<file path="src/hdl/tes_pkg.sv">
// Shared types and constants for the timed event scheduler.
`timescale 1ns / 1ps
`default_nettype none

package tes_pkg;

    localparam int EVENT_SLOTS_DEF = 16;
    localparam int CYCLE_BITS_DEF  = 32;
    localparam int EVENT_ID_W      = 4;
    localparam int AMOUNT_W        = 32;
    localparam int LATE_W          = 32;
    localparam int ID_SPACE        = 1 << EVENT_ID_W;

    typedef enum logic [1:0] {
        MODE_STEP    = 2'd0,
        MODE_SCHED   = 2'd1,
        MODE_UNSCHED = 2'd2,
        MODE_DEFER   = 2'd3
    } mode_t;

    typedef struct packed {
        mode_t                 mode;
        logic [EVENT_ID_W-1:0] event_id;
        logic [AMOUNT_W-1:0]   amount;
    } req_t;

    typedef struct packed {
        logic [EVENT_ID_W-1:0] fired_event;
        logic [LATE_W-1:0]     lateness;
        logic                  last;
    } evt_t;

    // Commands broadcast from the sequencer to every slot cell.
    typedef struct packed {
        logic sched;
        logic unsched;
        logic eval;
        logic fire;
    } cell_cmd_t;

endpackage

`default_nettype wire

</file>
<file path="src/hdl/tes_cell.sv">
// One event slot of the scheduler chain: armed flag, due cycle and a compare stage.
`timescale 1ns / 1ps
`default_nettype none

module tes_cell #(
    parameter int EVENT_SLOTS = tes_pkg::EVENT_SLOTS_DEF,
    parameter int CYCLE_BITS  = tes_pkg::CYCLE_BITS_DEF,
    parameter int SLOT        = 0
) (
    input  wire                                 clk,
    input  wire                                 rst_n,
    input  tes_pkg::cell_cmd_t                  cmd,
    input  wire  [tes_pkg::EVENT_ID_W-1:0]      cmd_id,
    input  wire  [CYCLE_BITS-1:0]               due_value,
    input  wire  [CYCLE_BITS-1:0]               counter,
    input  wire  [tes_pkg::AMOUNT_W-1:0]        adv,
    input  wire  [$clog2(EVENT_SLOTS)-1:0]      fire_idx,
    input  wire                                 prev_valid,
    input  wire  [$clog2(EVENT_SLOTS)-1:0]      prev_id,
    input  wire  [CYCLE_BITS-1:0]               prev_late,
    output logic                                best_valid,
    output logic [$clog2(EVENT_SLOTS)-1:0]      best_id,
    output logic [CYCLE_BITS-1:0]               best_late
);

    localparam int IW = $clog2(EVENT_SLOTS);
    localparam int LW = (CYCLE_BITS > tes_pkg::AMOUNT_W) ? CYCLE_BITS : tes_pkg::AMOUNT_W;
    localparam bit IN_RANGE = SLOT < tes_pkg::ID_SPACE;
    localparam logic [tes_pkg::EVENT_ID_W-1:0] SLOT_ID =
        tes_pkg::EVENT_ID_W'(SLOT % tes_pkg::ID_SPACE);
    localparam logic [IW-1:0] SLOT_IDX = IW'(SLOT);

    logic                  armed_reg;
    logic                  elig_reg;
    logic [CYCLE_BITS-1:0] due_reg;
    logic [CYCLE_BITS-1:0] late_reg;
    logic [CYCLE_BITS-1:0] late_now;
    logic                  id_hit;
    logic                  fire_hit;
    logic                  fire_ok;
    logic                  take_own;

    always_comb
    begin
        id_hit   = IN_RANGE && (cmd_id == SLOT_ID);
        fire_hit = cmd.fire && (fire_idx == SLOT_IDX);
        late_now = counter - due_reg;
        fire_ok  = LW'(late_now) <= LW'(adv);
        // keep the incoming winner on ties: lower slots sit earlier in the chain
        take_own = elig_reg && (!prev_valid || (late_reg > prev_late));
    end

    always_ff @(posedge clk or negedge rst_n)
    begin
        if (!rst_n)
        begin
            armed_reg  <= 1'b0;
            elig_reg   <= 1'b0;
            best_valid <= 1'b0;
        end
        else
        begin
            if (cmd.sched && id_hit)
                armed_reg <= 1'b1;
            else if ((cmd.unsched && id_hit) || fire_hit)
                armed_reg <= 1'b0;

            if (cmd.eval)
                elig_reg <= armed_reg && fire_ok;
            else if (fire_hit)
                elig_reg <= 1'b0;

            best_valid <= take_own || prev_valid;
        end
    end

    always_ff @(posedge clk)
    begin
        if (cmd.sched && id_hit)
            due_reg <= due_value;
        if (cmd.eval)
            late_reg <= late_now;
        if (take_own)
        begin
            best_id   <= SLOT_IDX;
            best_late <= late_reg;
        end
        else
        begin
            best_id   <= prev_id;
            best_late <= prev_late;
        end
    end

endmodule

`default_nettype wire

</file>
<file path="src/hdl/timed_event_scheduler.sv">
// Timed event scheduler top level: sequencer, cycle counter and the chain of slot cells.
//
//   channel | valid     | ready     | payload         | moves
//   --------+-----------+-----------+-----------------+-------------------------------
//   req     | req_valid | req_ready | req (req_t)     | step, schedule, unschedule, defer
//   evt     | evt_valid | evt_ready | evt (evt_t)     | one fired event
//
// Schedule, unschedule and defer are handled on acceptance and leave the sequencer idle.
// A step runs, per advance phase, an evaluation, then a scan and a pick for each fired
// event and one more: each pick waits for the winner to ripple through the
// EVENT_SLOTS-deep compare chain. A second phase runs only when a deferred advance is
// pending. Reset clears the counter, the pending advance and all armed flags. A stalled
// evt side holds the sequencer at its next pick.
`timescale 1ns / 1ps
`default_nettype none

module timed_event_scheduler #(
    parameter int EVENT_SLOTS = tes_pkg::EVENT_SLOTS_DEF,
    parameter int CYCLE_BITS  = tes_pkg::CYCLE_BITS_DEF
) (
    input  wire            clk,
    input  wire            rst_n,
    input  wire            req_valid,
    output logic           req_ready,
    input  tes_pkg::req_t  req,
    output logic           evt_valid,
    input  wire            evt_ready,
    output tes_pkg::evt_t  evt
);

    localparam int IW = $clog2(EVENT_SLOTS);
    localparam int LW = (CYCLE_BITS > tes_pkg::AMOUNT_W) ? CYCLE_BITS : tes_pkg::AMOUNT_W;
    localparam int FW = (IW > tes_pkg::EVENT_ID_W) ? IW : tes_pkg::EVENT_ID_W;

    typedef enum logic [3:0] {
        S_IDLE = 4'b0001,
        S_EVAL = 4'b0010,
        S_SCAN = 4'b0100,
        S_PICK = 4'b1000
    } state_t;

    state_t                        state_reg,   state_next;
    logic [IW-1:0]                 cnt_reg,     cnt_next;
    logic                          phase_reg,   phase_next;
    logic [CYCLE_BITS-1:0]         counter_reg, counter_next;
    logic [tes_pkg::AMOUNT_W-1:0]  adv_reg,     adv_next;
    logic [tes_pkg::AMOUNT_W-1:0]  pending_reg, pending_next;
    logic                          hold_valid_reg, hold_valid_next;
    tes_pkg::evt_t                 hold_reg,    hold_next;
    logic                          out_valid_reg, out_valid_next;
    tes_pkg::evt_t                 out_reg,     out_next;

    tes_pkg::cell_cmd_t            cmd;
    logic [tes_pkg::AMOUNT_W-1:0]  add_amt;
    logic [CYCLE_BITS-1:0]         sum;
    logic                          req_take;
    logic                          out_free;
    logic                          proceed;

    logic                          chain_valid [EVENT_SLOTS];
    logic [IW-1:0]                 chain_id    [EVENT_SLOTS];
    logic [CYCLE_BITS-1:0]         chain_late  [EVENT_SLOTS];
    logic                          win_valid;
    logic [IW-1:0]                 win_id;
    logic [CYCLE_BITS-1:0]         win_late;
    logic [FW-1:0]                 win_id_ext;
    logic [LW-1:0]                 win_late_ext;

    assign win_valid    = chain_valid[EVENT_SLOTS-1];
    assign win_id       = chain_id[EVENT_SLOTS-1];
    assign win_late     = chain_late[EVENT_SLOTS-1];
    assign win_id_ext   = FW'(win_id);
    assign win_late_ext = LW'(win_late);

    assign req_ready = (state_reg == S_IDLE);
    assign req_take  = req_valid && req_ready;
    assign evt_valid = out_valid_reg;
    assign evt       = out_reg;
    assign out_free  = !out_valid_reg || evt_ready;
    assign proceed   = !hold_valid_reg || out_free;

    // one adder serves the step advance, the due cycle and the deferred advance
    assign add_amt = (state_reg == S_IDLE) ? req.amount : pending_reg;
    assign sum     = CYCLE_BITS'(LW'(counter_reg) + LW'(add_amt));

    always_comb
    begin
        state_next      = state_reg;
        cnt_next        = cnt_reg;
        phase_next      = phase_reg;
        counter_next    = counter_reg;
        adv_next        = adv_reg;
        pending_next    = pending_reg;
        hold_valid_next = hold_valid_reg;
        hold_next       = hold_reg;
        out_valid_next  = out_valid_reg && !evt_ready;
        out_next        = out_reg;
        cmd             = '0;

        case (state_reg)
            S_IDLE:
            begin
                if (req_take)
                begin
                    case (req.mode)
                        tes_pkg::MODE_STEP:
                        begin
                            adv_next     = req.amount;
                            counter_next = sum;
                            phase_next   = 1'b0;
                            state_next   = S_EVAL;
                        end
                        tes_pkg::MODE_SCHED:   cmd.sched   = 1'b1;
                        tes_pkg::MODE_UNSCHED: cmd.unsched = 1'b1;
                        tes_pkg::MODE_DEFER:   pending_next = pending_reg + req.amount;
                        default: ;
                    endcase
                end
            end
            S_EVAL:
            begin
                cmd.eval   = 1'b1;
                cnt_next   = '0;
                state_next = S_SCAN;
            end
            S_SCAN:
            begin
                cnt_next = cnt_reg + 1'b1;
                if (cnt_reg == IW'(EVENT_SLOTS - 1))
                    state_next = S_PICK;
            end
            S_PICK:
            begin
                if (win_valid)
                begin
                    if (proceed)
                    begin
                        // release the held event: another one follows it
                        if (hold_valid_reg)
                        begin
                            out_valid_next = 1'b1;
                            out_next       = hold_reg;
                            out_next.last  = 1'b0;
                        end
                        cmd.fire              = 1'b1;
                        hold_valid_next       = 1'b1;
                        hold_next.fired_event = win_id_ext[tes_pkg::EVENT_ID_W-1:0];
                        hold_next.lateness    = win_late_ext[tes_pkg::LATE_W-1:0];
                        hold_next.last        = 1'b0;
                        cnt_next              = '0;
                        state_next            = S_SCAN;
                    end
                end
                else if (!phase_reg && (pending_reg != '0))
                begin
                    adv_next     = pending_reg;
                    counter_next = sum;
                    pending_next = '0;
                    phase_next   = 1'b1;
                    state_next   = S_EVAL;
                end
                else if (proceed)
                begin
                    if (hold_valid_reg)
                    begin
                        out_valid_next = 1'b1;
                        out_next       = hold_reg;
                        out_next.last  = 1'b1;
                    end
                    hold_valid_next = 1'b0;
                    state_next      = S_IDLE;
                end
            end
            default: state_next = S_IDLE;
        endcase
    end

    always_ff @(posedge clk or negedge rst_n)
    begin
        if (!rst_n)
        begin
            state_reg      <= S_IDLE;
            cnt_reg        <= '0;
            phase_reg      <= 1'b0;
            counter_reg    <= '0;
            pending_reg    <= '0;
            hold_valid_reg <= 1'b0;
            out_valid_reg  <= 1'b0;
        end
        else
        begin
            state_reg      <= state_next;
            cnt_reg        <= cnt_next;
            phase_reg      <= phase_next;
            counter_reg    <= counter_next;
            pending_reg    <= pending_next;
            hold_valid_reg <= hold_valid_next;
            out_valid_reg  <= out_valid_next;
        end
    end

    always_ff @(posedge clk)
    begin
        adv_reg  <= adv_next;
        hold_reg <= hold_next;
        out_reg  <= out_next;
    end

    for (genvar i = 0; i < EVENT_SLOTS; i++)
    begin : g_cell
        logic                  prev_valid;
        logic [IW-1:0]         prev_id;
        logic [CYCLE_BITS-1:0] prev_late;

        if (i == 0)
        begin : g_head
            assign prev_valid = 1'b0;
            assign prev_id    = '0;
            assign prev_late  = '0;
        end
        else
        begin : g_link
            assign prev_valid = chain_valid[i-1];
            assign prev_id    = chain_id[i-1];
            assign prev_late  = chain_late[i-1];
        end

        tes_cell #(
            .EVENT_SLOTS (EVENT_SLOTS),
            .CYCLE_BITS  (CYCLE_BITS),
            .SLOT        (i)
        ) u_cell (
            .clk        (clk),
            .rst_n      (rst_n),
            .cmd        (cmd),
            .cmd_id     (req.event_id),
            .due_value  (sum),
            .counter    (counter_reg),
            .adv        (adv_reg),
            .fire_idx   (win_id),
            .prev_valid (prev_valid),
            .prev_id    (prev_id),
            .prev_late  (prev_late),
            .best_valid (chain_valid[i]),
            .best_id    (chain_id[i]),
            .best_late  (chain_late[i])
        );
    end

    a_idle_no_hold: assert property (@(posedge clk) disable iff (!rst_n)
        req_ready |-> !hold_valid_reg)
        else $error("held event left behind when the sequencer went idle");

    a_fire_has_winner: assert property (@(posedge clk) disable iff (!rst_n)
        cmd.fire |-> win_valid)
        else $error("slot disarmed without a chain winner");

    a_step_evaluates: assert property (@(posedge clk) disable iff (!rst_n)
        (req_take && (req.mode == tes_pkg::MODE_STEP)) |=> (state_reg == S_EVAL))
        else $error("step item did not start an evaluation");

    a_second_phase_clean: assert property (@(posedge clk) disable iff (!rst_n)
        phase_reg && (state_reg != S_IDLE) |-> (pending_reg == '0))
        else $error("deferred advance not cleared in second phase");

endmodule

`default_nettype wire

</file>
<file path="config.mk">
export PLATFORM = sky130hd
export DESIGN_NAME = timed_event_scheduler
export DESIGN_NICKNAME = d
export VERILOG_FILES = /design/src/hdl/tes_pkg.sv /design/src/hdl/tes_cell.sv /design/src/hdl/timed_event_scheduler.sv
export SDC_FILE = /design/constraint.sdc
export NUM_CORES = 2
export LEC_CHECK = 0
export ABC_AREA = 0
export BUFFER_PORTS_ARGS = -buffer_cell sky130_fd_sc_hd__buf_2
export CAP_MARGIN = 10
export CORE_UTILIZATION = 50
export DETAILED_ROUTE_END_ITERATION = 8
export PLACE_DENSITY = 0.71
export SYNTH_ARGS = -nofsm -noshare
export SYNTH_HDL_FRONTEND = slang
export SYNTH_SLANG_ARGS = --single-unit
</file>
<file path="constraint.sdc">
create_clock -name clk -period 19.4 [get_ports clk]
set_input_delay 0.97 -clock clk [delete_from_list [all_inputs] [get_ports clk]]
set_output_delay 0.97 -clock clk [all_outputs]
set_load 0.05 [all_outputs]
</file>
==> impl_metrics.yaml <==
status:
  status: "finished, final reports clean"
routing:
  dr.pass1.iters: 7
  totalWireLength_um: 370000
  vias: 82108
  via_per_inst: 6.20
  routedWlPerCell_um: 27.9
  drc: 0
  postRouteAntennaNets: 0
  drt_iter0_drc: 10333
clocking:
  clkTransAtPathRegs_ns: 0.06
  cts.repair.resized: 0
  cts_num_sinks: 1813
  cts_buffers: 193
  clock_latency_ns: 0.89
  cts_setup_buffers: 0
  cts_hold_buf: 0
  clk_path_buf_depth: 3
  cts-root-buf: "clkbuf_16"
  cts_max_level: 4
  cts_tree: "built"
worst_setup_path:
  worstSetupPathType: "reg -> reg"
  cp-start-kind: "register"
  r2r_start: "counter_reg[1]"
  reg2reg_depth: 20
  cp-end-kind: "register"
  path_max_fanout: 23
  required_ns: 20.12
  r2r-end: "g_cell[2].u_cell.elig_reg"
  critPathArrivalTime_ns: 7.02
  r2r_slack_ns: 13.10
synth:
  synth_area_mm2: 0.108
  synth_edf_count: 1129
  synth_cell_types: 91
  synth_top_area_share_pct: 31.4
  ys.flop_type: "edfxtp_1"
  netlist_instances: 9864
  ys_async_sr_fraction_pct: 6.78
  ys_ff_latch: 1813
  ys_seq_area_share_pct: 44.7
  synth_top_cell_by_area: "edfxtp_1"
  synth_fp_nets: 11475
  ys_top_cells_by_area: "edfxtp_1 31%, ha_1 18%, dfxtp_1 10%, mux2_2 5.9%, a21o_1 4.2%"
  yosysWarnings: 0
  synth_area_per_cell_um2: 10.9
timing:
  skew_ns: 0.0575
  slew_headroom_pct: 4.20
  hold_viol_final: 0
  period_needed_ns: 6.30
  setup_tns_ns: 0
  maxSlewViolCount: 0
  rsz0062_at_grt: "false"
  tightestPinTransition_ns: 1.44
  max_freq_mhz: 159
  period_share_pct: 32.5
  finalSetupViolations: 0
placed_design:
  io_buffers: 80
  place_hpwl_um: 263000
  gp_congestion: 1.00
floorplan:
  placementRows: 170
  core_mm2: 0.214
  die_w_um: 466
  ios: 81
  initial_core_util_pct: 50.3
  chipHeight_um: 466
  dieArea_mm2: 0.218
grt:
  grt_pass1_wl_um: 521000
  grt_max_degree: 182
  grt_remaining_overflow: 0
  first_global_vias: 77904
  track_usage_pct: 33.3
  antenna_found_initial: 57
job:
  maxCapViolCount: 0
layout:
  fin_nets: 11807
  drive_gt1_share_pct: 12.3
  layout_commonest_cell: "ha_1"
  area_growth_pct: 11.2
  final_cell_mix: "1551 x ha_1, 1169 x inv_1, 1129 x edfxtp_1"
worst_hold_path:
  min_path_type: "in -> async"
through the flow:
step                cells  hold slack (ns)  utilization, %  instance area (um^2)  setup slack, ns
global route        13210           0.0686            55.9                120000            12.68
global placement    12834            0.385            52.7                113000            13.20
detailed placement  12838            0.389            52.8                113000            13.19
floorplan            9864            0.386               -                108000             3.06
finish              13247           0.0667            56.0                120000            13.10
CTS                 13206           0.0306            55.9                120000            13.18
final cells by class:
cell class / count / area, um^2
Tap cell: 2838 / 3550
Fill cell: 17965 / 94400
Clock inverter: 103 / 1110
Timing Repair Buffer: 234 / 1630
Inverter: 1176 / 4420
Antenna cell: 40 / 100
Multi-Input combinational cell: 6778 / 55400
Clock buffer: 265 / 5610
Sequential cell: 1813 / 48200
layer usage:
layer	track usage, %	share of wire [%]
met1	44.8	40
met2	49.1	42
met3	7.54	12
met4	19.5	6.2
met5	0	0.041
critical path: stages, from the launching register on:
cell,delay (ns)
dfrtp_2,0.46
buf_4,0.48
inv_1,0.62
fa_1,0.64
nor2b_1,0.13
o21ai_1,0.08
a21boi_0,0.26
o21ai_0,0.18
a21oi_1,0.32
a31oi_1,0.25
o21ai_1,0.46
nand2_1,0.13
and3_1,0.21
or2_2,0.31
a311o_1,0.35
ha_1,0.30
nand4_1,0.12
nor4_1,0.35
a221oi_1,0.15
a22oi_1,0.21
o32ai_1,0.10
synth_stat cells, types with 29 or more instances:
library cell	n
nand2_1	323
or2_2	58
o22ai_1	29
nor2_1	371
ha_1	1551
mux2_2	563
dfxtp_1	561
a21oi_1	684
nand3_1	147
and2_1	70
inv_1	1176
o21ai_0	424
clkbuf_1	96
edfxtp_1	1129
a21o_1	603
dfrtp_1	122
o21a_1	90
a211oi_1	47
nand4_1	286
a31oi_1	57
nor4_1	52
o21bai_1	66
xnor2_1	343
nor3_1	87
and3_1	45
nand2b_1	148
nor2b_1	167
xor2_1	153
cell families after synthesis:
| kind of cell | after synthesis | synth area share, % |
|---|---|---|
| muxes | 566 | 5.90 |
| xor gates and xnor gates | 496 | 4.03 |
| buffers and inverters | 1273 | 4.43 |
| and+or+nand+nor | 1823 | 8.81 |
| AOI/OAI and AO/OA | 2324 | 13.8 |
| adders and majority gates | 1569 | 18.3 |
| DFF | 1813 | 44.7 |
worst max path at each step:
stage	cells after the start	start	slack [ns]	to
global route	20	counter_reg[1]	12.68	g_cell[2].u_cell.elig_reg
CTS	20	counter_reg[1]	13.18	g_cell[2].u_cell.elig_reg
floorplan	4	state_reg[0]	3.06	g_cell[0].u_cell.late_reg[0]
finish	20	counter_reg[1]	13.10	g_cell[2].u_cell.elig_reg
global placement	20	counter_reg[1]	13.20	g_cell[2].u_cell.elig_reg
detailed placement	20	counter_reg[1]	13.19	g_cell[2].u_cell.elig_reg
Power is not shown: default switching activity piles up to over one toggle a cycle in this logic, so the estimate is an artifact.
